===== config.mk =====
export PLATFORM = sky130hd
export DESIGN_NAME = bcev_div
export DESIGN_NICKNAME = d
export VERILOG_FILES = /design/src/hw/rtl/bcev_pkg.sv /design/src/hw/rtl/bcev_div.sv
export SDC_FILE = /design/constraint.sdc
export NUM_CORES = 1
export LEC_CHECK = 0
export BUFFER_PORTS_ARGS = -buffer_cell sky130_fd_sc_hd__buf_4
export CAP_MARGIN = 20
export CORE_MARGIN = 4
export CORE_UTILIZATION = 60
export CTS_BUF_LIST = sky130_fd_sc_hd__clkbuf_4
export CTS_CLUSTER_SIZE = 28
export DETAILED_ROUTE_END_ITERATION = 12
export PLACE_DENSITY = 0.81
export SYNTH_ARGS = -nofsm -noshare
export SYNTH_HDL_FRONTEND = slang
export SYNTH_SLANG_ARGS = --single-unit

===== constraint.sdc =====
create_clock -name clock -period 4.4 [get_ports clock]
set_input_delay 0.22 -clock clock [delete_from_list [all_inputs] [get_ports clock]]
set_output_delay 0.22 -clock clock [all_outputs]
set_load 0.02 [all_outputs]

===== src/hw/rtl/bcev_pkg.sv =====
// Package for the B-spline curve evaluator: sizes, operation and register
// codes, and the divider status type. No dependencies.
package bcev_pkg;

   localparam int MAX_CONTROL_POINTS = 64;
   localparam int MAX_DEGREE         = 7;
   localparam int DIMENSIONS         = 3;
   localparam int FRACTION_BITS      = 16;

   localparam int KNOT_DEPTH = MAX_CONTROL_POINTS + MAX_DEGREE + 1;
   localparam int CTRL_DEPTH = MAX_CONTROL_POINTS * DIMENSIONS;
   localparam int KNOT_AW    = $clog2(KNOT_DEPTH);
   localparam int CTRL_AW    = $clog2(CTRL_DEPTH);
   localparam int KNOT_W     = FRACTION_BITS + 1;

   // Divider operand widths: signed dividend and knot difference.
   localparam int DVD_W = 56;
   localparam int DSR_W = KNOT_W + 1;

   localparam logic [1:0] OP_LOAD_KNOT = 2'd0;
   localparam logic [1:0] OP_LOAD_CTRL = 2'd1;
   localparam logic [1:0] OP_EVALUATE  = 2'd2;

   localparam logic CSR_DEGREE    = 1'b0;
   localparam logic CSR_LAST_CTRL = 1'b1;

   typedef struct packed {
      logic busy;
      logic done;
      logic clipped;
   } bcev_div_status_type;

endpackage


===== src/hw/rtl/bcev_div.sv =====
// Radix-2 restoring signed divider, one quotient bit per cycle, truncating
// toward zero and clipping the quotient to signed 32 bits. Depends on bcev_pkg.
module bcev_div (
   input  logic                              clock,
   input  logic                              reset,
   input  logic                              start,
   input  logic signed [bcev_pkg::DVD_W-1:0] dividend,
   input  logic signed [bcev_pkg::DSR_W-1:0] divisor,
   output logic signed [31:0]                quotient,
   output bcev_pkg::bcev_div_status_type     status
);
   import bcev_pkg::*;

   localparam int CNT_W = $clog2(DVD_W + 1);

   logic [DSR_W-1:0] rem_ff, rem_in;
   logic [DVD_W-1:0] quo_ff, quo_in;
   logic [DSR_W-1:0] dsr_ff, dsr_in;
   logic             neg_ff, neg_in;
   logic [CNT_W-1:0] cnt_ff, cnt_in;
   logic             busy_ff, busy_in;
   logic             done_ff, done_in;

   logic [DSR_W:0]   trial;
   logic [DVD_W-1:0] big_pos;
   logic [DVD_W-1:0] big_neg;

   // One shift-subtract step per cycle while busy.
   always_comb begin
      rem_in  = rem_ff;
      quo_in  = quo_ff;
      dsr_in  = dsr_ff;
      neg_in  = neg_ff;
      cnt_in  = cnt_ff;
      busy_in = busy_ff;
      done_in = 1'b0;
      trial   = {rem_ff, quo_ff[DVD_W-1]} - {1'b0, dsr_ff};
      if (start) begin
         quo_in  = dividend[DVD_W-1] ? DVD_W'(-dividend) : DVD_W'(dividend);
         dsr_in  = divisor[DSR_W-1] ? DSR_W'(-divisor) : DSR_W'(divisor);
         neg_in  = dividend[DVD_W-1] ^ divisor[DSR_W-1];
         rem_in  = '0;
         cnt_in  = CNT_W'(DVD_W);
         busy_in = 1'b1;
      end else if (busy_ff) begin
         if (!trial[DSR_W]) begin
            rem_in = trial[DSR_W-1:0];
            quo_in = {quo_ff[DVD_W-2:0], 1'b1};
         end else begin
            rem_in = {rem_ff[DSR_W-2:0], quo_ff[DVD_W-1]};
            quo_in = {quo_ff[DVD_W-2:0], 1'b0};
         end
         cnt_in = cnt_ff - CNT_W'(1);
         if (cnt_ff == CNT_W'(1)) begin
            busy_in = 1'b0;
            done_in = 1'b1;
         end
      end
   end

   always_ff @(posedge clock) begin
      if (reset) begin
         busy_ff <= 1'b0;
         done_ff <= 1'b0;
         cnt_ff  <= '0;
      end else begin
         busy_ff <= busy_in;
         done_ff <= done_in;
         cnt_ff  <= cnt_in;
      end
      rem_ff <= rem_in;
      quo_ff <= quo_in;
      dsr_ff <= dsr_in;
      neg_ff <= neg_in;
   end

   // Apply the sign and clip the magnitude to the signed 32-bit range.
   assign big_pos = DVD_W'(32'h7FFF_FFFF);
   assign big_neg = DVD_W'(33'h0_8000_0000);

   always_comb begin
      status.busy    = busy_ff;
      status.done    = done_ff;
      status.clipped = 1'b0;
      if (neg_ff) begin
         if (quo_ff > big_neg) begin
            quotient       = 32'sh8000_0000;
            status.clipped = 1'b1;
         end else begin
            quotient = -$signed(quo_ff[31:0]);
         end
      end else begin
         if (quo_ff > big_pos) begin
            quotient       = 32'sh7FFF_FFFF;
            status.clipped = 1'b1;
         end else begin
            quotient = $signed(quo_ff[31:0]);
         end
      end
   end

endmodule


# Yosys cells after proc, flatten, opt, wreduce, memory -nomap -nowiden
# Cells that the tools add are included.
[totals]
rom_bits = 0
input_bits = 77
ff_bits = 101
mem_count = 0
latch_bits = 0
ramBits = 0
elab_cells = 40
output_inout_bits = 35
[classes]
shifts = 0
multipliers = 0
n_reduce_logical = 3
mux = 18
order_cmp = 2
eq_ne = 1
n_bitwise = 2
div_mod_pow = 0
n_addsub = 5
[op_table]
columns = ["cell", "n"]
rows = [
  ["56-bit two-way mux", 3],
  ["32-bit two-way mux", 3],
  ["56-bit by 31-bit > comparator with 1-bit output (second input constant)", 1],
  ["56-bit by 32-bit > comparator with 1-bit output (second input constant)", 1],
  ["56-bit negation", 1],
  ["32-bit negation", 1],
  ["19-bit by 18-bit subtractor with 19-bit output", 1],
  ["18-bit two-way mux", 1],
  ["18-bit negation", 1],
  ["17-bit two-way mux", 1],
  ["6-bit two-way mux", 2],
  ["1-bit two-way mux", 8],
  ["6-bit by 1-bit == test with 1-bit output (second input constant)", 1],
  ["6-bit by 1-bit subtractor with 6-bit output (second input constant)", 1],
  ["3-bit OR reduction", 1],
  ["2-bit nonzero test", 1],
  ["2-bit OR reduction", 1],
  ["1-bit inverter", 1],
  ["1-bit bitwise XOR", 1],
]

# Longest topological paths before layout
# Gate-level depths: netlist of run 1.
[logic_depth]
word_depth = 4
ltp_mapped = 12
ltp_nobuf = 11

# Worst setup path after synthesis of run 1
# OpenSTA, ideal clock, no wires.
[synth_path]
path_kind = "reg2out"
start = "register quo_ff[0]"
end = "output port quotient[10]"
path_stages_with_launch = 11
required_ns = 4.180
setup_slack_ns = 1.190
n_path_buf = 1
t_arrival_ns = 2.990
path_cell_list = "edfxtp_1 -> inv_1 -> ha_1 -> or3b_1 -> nor4_4 -> nand4_1 -> or3_1 -> a21oi_1 -> buf_2 -> nor2_1 -> a311oi_1"
[synth_between]
elab_chain_cells = 3
elab_cells_between_ends = 6
cone_classes = "add/sub: 1; order compare: 2; mux: 3"
[synth_lines]
columns = ["item", "line", "source"]
rows = [
  ["start: declaration", "bcev_div.sv:17", "logic [DVD_W-1:0] quo_ff, quo_in;"],
  ["start signal: assignment", "bcev_div.sv:72", "quo_ff <= quo_in;"],
  ["56-bit by 31-bit > comparator with 1-bit output, or another cell as far along", "bcev_div.sv:93", "if (quo_ff > big_pos) begin"],
  ["32-bit two-way mux, on equally long branches", "bcev_div.sv:93, bcev_div.sv:86", ""],
  ["32-bit two-way mux (*)", "bcev_div.sv:85", "if (neg_ff) begin"],
  ["end: declaration", "bcev_div.sv:9", "output logic signed [31:0] quotient,"],
]
# Mark *: on every way between the ends. The rest lies on a longest branch, timed or not.

# Worst setup path after layout of run 1
[layout_path]
start = "register quo_ff[0]"
end = "output port quotient[12]"
# The elaborated chain is that of the path after synthesis.

==> impl_metrics.env, run 1 <==
export IMPL_status="finished clean"
export IMPL_holdPathStages=2
export IMPL_powerDensity_mw_per_mm2=273.1
export IMPL_wl_per_cell_um=15.92
export IMPL_grt_pass1_vias=6204
export IMPL_crit_required_ns=4.18
export IMPL_drtAntennaViolNets=0
export IMPL_cts_tree="done"
export IMPL_tightest_slew_ns=0.9751
export IMPL_final_core_util=0.7114
export IMPL_drive_above_1_share=0.1640
export IMPL_slew_violations=0
export IMPL_grt_antenna_before_repair=1
export IMPL_die_y_um=120.6
export IMPL_layout_nets=1090
export IMPL_netlist_area_sq_mm=0.007606
export IMPL_ir_drop_uv=233.3
export IMPL_clkLatencyLatePin_ns=0.47
export IMPL_hold_viol=0
export IMPL_synth_top_area_cell="edfxtp_1"
export IMPL_ys_seq_area_frac=0.3645
export IMPL_vias=6955
export IMPL_async_flop_share=0
export IMPL_syn_inst=907
export IMPL_start_util=0.6228
export IMPL_hold_ws_ns=0.04336
export IMPL_synth_edf_count=75
export IMPL_syn_num_nets=1008
export IMPL_setup_ws_ns=0.4214
export IMPL_relSlewSlack=0.3499
export IMPL_synth_ff_type="edfxtp_1"
export IMPL_viasPerCell=5.980
export IMPL_synth_top_area_frac=0.2961
export IMPL_maxCapViolations=0
export IMPL_hold_path_class="input port to register"
export IMPL_drc_errors=0
export IMPL_reg2regPathDepth=11
export IMPL_grt_max_degree=106
export IMPL_grt_pass1_wl_um=30690
export IMPL_htree_levels=3
export IMPL_ios=112
export IMPL_clock_fmax_mhz=251.3
export IMPL_cp_max_fo=19
export IMPL_setup_tns_ns=0
export IMPL_fin_crit_sh=0.9042
export IMPL_cts_made_buffers=9
export IMPL_rsz0062_at_grt="no"
export IMPL_gp_congestion=0.9041
export IMPL_cts_buffer_depth=2
export IMPL_numClockSinks=101
export IMPL_cp_start_kind="register"
export IMPL_place_ws_ns=0.6929
export IMPL_critPathArrivalTime_ns=3.76
export IMPL_skew_ns=0.01630
export IMPL_min_period_ns=3.979
export IMPL_cts_root_buf="clkbuf_4"
export IMPL_synth_area_top_cells="edfxtp_1, a21oi_1, xor2_1"
export IMPL_path_class="register to output port"
export IMPL_grt_ovfl_total=0
export IMPL_rows=40
export IMPL_core_region_area_sq_mm=0.01221
export IMPL_place_hpwl_um=13770
export IMPL_fp_dieW_um=120.6
export IMPL_grt_usage=0.2575
export IMPL_clkTransAtPathRegs_ns=0.15
export IMPL_p_leak_nw=3.285
export IMPL_fp_dieArea_sq_mm=0.01454
export IMPL_end_kind="output port"
export IMPL_drt_pass1_iterations=5
export IMPL_setup_viol=0
export IMPL_synth_seq_cells=101
export IMPL_wl_um=18510
export IMPL_fill_cells=1062
export IMPL_first_iter_violations=774
export IMPL_synth_cell_types=68
export IMPL_port_buffers=111
export IMPL_area_growth_pct=14.21
export IMPL_synth_warnings=0
export IMPL_avgSynthCellArea_sq_um=8.386
sequential cells by signal, indices dropped and copies added (netlist names):
name,flops
quo_ff,56
dsr_ff,18
rem_ff,18
cnt_ff,6
busy_ff,1
done_ff,1
neg_ff,1
routing by layer:
metal / global-route usage / wire length, um / vias up
li1: - / - / 3479
met1: 0.3783 / 8655 / 3230
met2: 0.3912 / 8331 / 223
met3: 0.05379 / 1254 / 23
met4: 0.06091 / 270 / 0
met5: 0 / 0 / -
per-stage QoR:
step	instance area, sq um	power, mW	instances
finish	8687	2.372	1163
global route	8687	2.513	1163
CTS	8677	2.377	1162
detailed placement	8519	1.895	1144
global placement	8519	1.879	1144
floorplan	7606	1.652	907
power by group:
| group | internal, mW | switching [mW] |
|---|---|---|
| sequential | 1.14 | 0.0861 |
| combinational | 0.278 | 0.383 |
| clock | 0.179 | 0.309 |
| total | 1.59 | 0.778 |
critical path, stage by stage, from the launching register on:
cell and delay (ns):
edfxtp_1 0.46, inv_1 0.09, ha_1 0.17, or3b_1 0.44
nor4_4 0.23, buf_4 0.19, nand4_1 0.24, or3_1 0.44
a21oi_4 0.34, buf_12 0.19, nor2_1 0.07, a311oi_1 0.23
buf_4 0.18
synth_stat cells (15+ instances only):
master / count
dfxtp_1: 26
edfxtp_1: 75
nor3_1: 19
nand3_1: 17
inv_1: 44
clkbuf_1: 39
nor4_1: 15
a21oi_1: 118
o31ai_1: 28
xor2_1: 63
xnor2_1: 24
or3_1: 16
ha_1: 23
nand2_1: 84
nor2_1: 103
o21ai_0: 48
layout make-up:
cell class	instances	area, sq um	share of cell area
Antenna cell	1	2.502	0.0002881
Inverter	44	165.2	0.01901
Clock buffer	10	75.07	0.008642
Sequential cell	101	2773	0.3192
Multi-Input combinational cell	713	4481	0.5158
Tap cell	168	210.2	0.02420
Clock inverter	6	62.56	0.007201
Timing Repair Buffer	120	918.4	0.1057
placed cells by master (no fill, tap or decap), types with 15 or more instances in the layout:
| cell | Yosys | layout |
|---|---|---|
| dfxtp_1 | 26 | 26 |
| xnor2_1 | 24 | 23 |
| a21oi_1 | 118 | 117 |
| nand2_1 | 84 | 84 |
| ha_1 | 23 | 23 |
| nor2_1 | 103 | 103 |
| or3_1 | 16 | 16 |
| nor3_1 | 19 | 19 |
| o21ai_0 | 48 | 48 |
| o31ai_1 | 28 | 28 |
| edfxtp_1 | 75 | 75 |
| nor4_1 | 15 | 15 |
| buf_4 | 3 | 117 |
| nand3_1 | 17 | 17 |
| inv_1 | 44 | 43 |
| xor2_1 | 63 | 63 |
timing repair:
item	4_1_cts	5_1_grt
endpoints found under the hold margin	9	0
endpoints found under the setup margin	0	2
resized for setup	0	1
hold buffers	2	0
buffers inserted	0	0
logic make-up after synthesis:
| family | synth area share |
|---|---|
| muxes | 0.02007 |
| AOI/OAI and AO/OA | 0.2120 |
| and+or+nand+nor | 0.2139 |
| xor gates and xnor gates | 0.1002 |
| buffers and inverters | 0.04886 |
| DFF | 0.3645 |
| adders and majority gates | 0.04047 |
final timing paths:
kind / slack (ns) / startpoint / endpoint
hold reg to reg: 0.51 / rem_ff[2] / rem_ff[2]
setup reg to reg: 0.66 / quo_ff[55] / rem_ff[0]
setup / recovery: 0.42 / quo_ff[0] / quotient[12]
hold / removal: 0.04 / divisor[16] / dsr_ff[17]
No activity file was read; power rests on OpenSTA's default activity.
==> run 2, diff against run 1 <==
- ABC_AREA: default -> 1
- CORE_UTILIZATION: 60 -> 61
==> run 2 against run 1 <==
Compared with the run above: global-route usage grew 4.5 points; critical path type unchanged; die area grew 13%; sequential share of layout area shrank 4.0 points; largest power group unchanged.
==> impl_metrics.env, run 2 <==
export IMPL_status="finished clean"
export IMPL_clkLatencyLatePin_ns=0.49
export IMPL_synth_adder_area_share=0.03495
export IMPL_drive_above_1_share=0.1192
export IMPL_drtAntennaViolNets=0
export IMPL_maxCapViolations=0
export IMPL_grt_antenna_before_repair=1
export IMPL_drc_errors=0
export IMPL_holdPathStages=2
export IMPL_reg2regPathDepth=12
export IMPL_synth_seq_cells=101
export IMPL_top_regs="quo_ff: 56 flops, dsr_ff: 18 flops, rem_ff: 18 flops"
export IMPL_cp_start_kind="register"
export IMPL_grt_ovfl_total=0
export IMPL_htree_levels=3
export IMPL_multiInputGateArea_sq_mm=0.005151
export IMPL_setup_viol=0
export IMPL_fp_dieW_um=128.2
export IMPL_synth_xor_area_frac=0.07161
export IMPL_cts_made_buffers=9
export IMPL_fp_dieArea_sq_mm=0.01642
export IMPL_synth_compound_area_share=0.1024
export IMPL_tightest_slew_ns=0.8233
export IMPL_pwr_share_clk=0.241
export IMPL_cts_repair_resized=0
export IMPL_place_hpwl_um=19530
export IMPL_dpl_cell_area_sq_mm=0.009718
export IMPL_crit_required_ns=4.18
export IMPL_core_region_area_sq_mm=0.01399
export IMPL_slew_violations=0
export IMPL_skew_ns=0.01922
export IMPL_vias=9016
export IMPL_drt_pass1_iterations=6
export IMPL_synth_simple_gate_area_frac=0.3760
export IMPL_place_ws_ns=1.732
export IMPL_rows=43
export IMPL_path_class="register to output port"
export IMPL_ir_drop_uv=186.4
export IMPL_synth_area_top_cells="edfxtp_1, nand2_1, inv_1"
export IMPL_intPower_mw=1.631
export IMPL_rrSetupSlack_ns=2.06
export IMPL_clkTransAtPathRegs_ns=0.16
export IMPL_final_cell_mix="nand2_1, inv_1, nor2_1"
export IMPL_grt_usage=0.3027
export IMPL_syn_inst=1345
export IMPL_setup_ws_ns=1.208
export IMPL_critPathArrivalTime_ns=2.97
export IMPL_synth_cell_types=44
export IMPL_p_seq_frac=0.481
export IMPL_clock_fmax_mhz=313.3
export IMPL_setup_tns_ns=0
export IMPL_async_flop_share=0
export IMPL_fill_cells=1275
export IMPL_synth_ff_type="edfxtp_1"
export IMPL_grt_pass1_vias=8130
export IMPL_synth_top_area_cell="edfxtp_1"
export IMPL_ys_seq_area_frac=0.3149
export IMPL_area_growth_pct=12.87
export IMPL_synth_top_area_frac=0.2558
export IMPL_largest_register_ffs=56
export IMPL_gp_congestion=0.9577
export IMPL_regMostFlops="quo_ff"
export IMPL_first_iter_violations=862
export IMPL_relSlewSlack=0.4498
export IMPL_p_leak_nw=4.720
export IMPL_ios=112
export IMPL_wl_um=24800
export IMPL_cts_tree="done"
export IMPL_synth_warnings=0
export IMPL_synthMuxAreaShare=0
export IMPL_syn_num_nets=1446
export IMPL_end_kind="output port"
export IMPL_grt_pass1_wl_um=39980
export IMPL_netlist_top_cells_count="nand2_1, inv_1, nor2_1, nand3_1, o21ai_0"
export IMPL_fin_area_sq_mm=0.009940
export IMPL_hold_path_class="input port to register"
export IMPL_hold_viol=0
export IMPL_cts_buffer_depth=2
export IMPL_swShare=0.3474
export IMPL_start_util=0.6295
export IMPL_synth_top_family_by_area="simple AND/OR/NAND/NOR gates"
export IMPL_combinationalPowerShare=0.278
export IMPL_min_period_ns=3.192
export IMPL_avgSynthCellArea_sq_um=6.547
export IMPL_netlist_area_sq_mm=0.008806
export IMPL_rsz0062_at_grt="no"
export IMPL_layout_nets=1539
export IMPL_numClockSinks=101
export IMPL_final_common_cell="nand2_1"
export IMPL_viasPerCell=5.552
export IMPL_port_buffers=111
export IMPL_p_switching_uw=868.0
export IMPL_synth_most_common_cell="nand2_1"
export IMPL_die_y_um=128.2
export IMPL_seq_area_sq_mm=0.002773
export IMPL_fin_crit_sh=0.7255
export IMPL_powerDensity_mw_per_mm2=251.4
export IMPL_cts_root_buf="clkbuf_4"
export IMPL_cp_max_fo=32
export IMPL_grt_max_degree=77
export IMPL_wl_per_cell_um=15.27
export IMPL_synth_edf_count=75
-- run 2: routing by layer --
layer,GRT usage,up-vias,part of all wire
li1,-,4558,-
met1,0.4309,4039,0.46
met2,0.4747,361,0.45
met3,0.04333,58,0.067
met4,0.1011,0,0.030
met5,0,-,0
-- run 2: final cells by class --
type	instances	area share
diodes	1	0.0002518
flip-flops and latches	101	0.2790
repair buffers	118	0.09089
multi-input cells	1020	0.5183
clock inverters	7	0.01120
clock buffers	9	0.006798
inverters	188	0.07100
well taps	180	0.02266
-- run 2: worst paths after layout --
kind | start | end
max reg2reg | quo_ff[55] | rem_ff[9]
max | quo_ff[45] | quotient[27]
min | divisor[14] | dsr_ff[14]
min reg2reg | rem_ff[9] | rem_ff[9]
-- run 2: what timing repair did --
action	in CTS	in global routing
hold endpoints to repair	6	0
hold buffers	2	0
buffers inserted	0	0
-- run 2: cells by family (layout without fill, tap and decap cells) --
family / count (synthesis) / in the layout
compound gates: 175 / 175
xor+xnor: 72 / 72
fa+ha+maj: 24 / 24
buf+inv: 224 / 322
flops: 101 / 101
other cells: 0 / 1
simple gates: 749 / 749
-- run 2: critical path, stage by stage (launching register included) --
cell and delay, ns:
edfxtp_1 0.42, or2_1 0.23, nor2_1 0.09, nand2_1 0.07, nor3_2 0.25, nand2_1 0.55, nand2_2 0.29, nand2_4 0.20
o21ai_1 0.21, buf_4 0.17
-- run 2: per-stage QoR --
step,power (mW),util,instances,hold slack (ns)
floorplan,1.642,-,1345,0.2891
global placement,1.890,0.6947,1604,0.4184
detailed placement,1.903,0.6947,1604,0.4213
CTS,2.491,0.7089,1622,0.01769
global route,2.621,0.7106,1624,0.01692
finish,2.499,0.7106,1624,0.03976
-- run 2: power groups by stage --
stage | logic (mW) | registers, mW | clock network, mW
floorplan | 0.446 | 1.20 | 0
global placement | 0.673 | 1.22 | 0
detailed placement | 0.681 | 1.22 | 0
CTS | 0.685 | 1.20 | 0.606
global route | 0.771 | 1.21 | 0.636
finish | 0.695 | 1.20 | 0.601
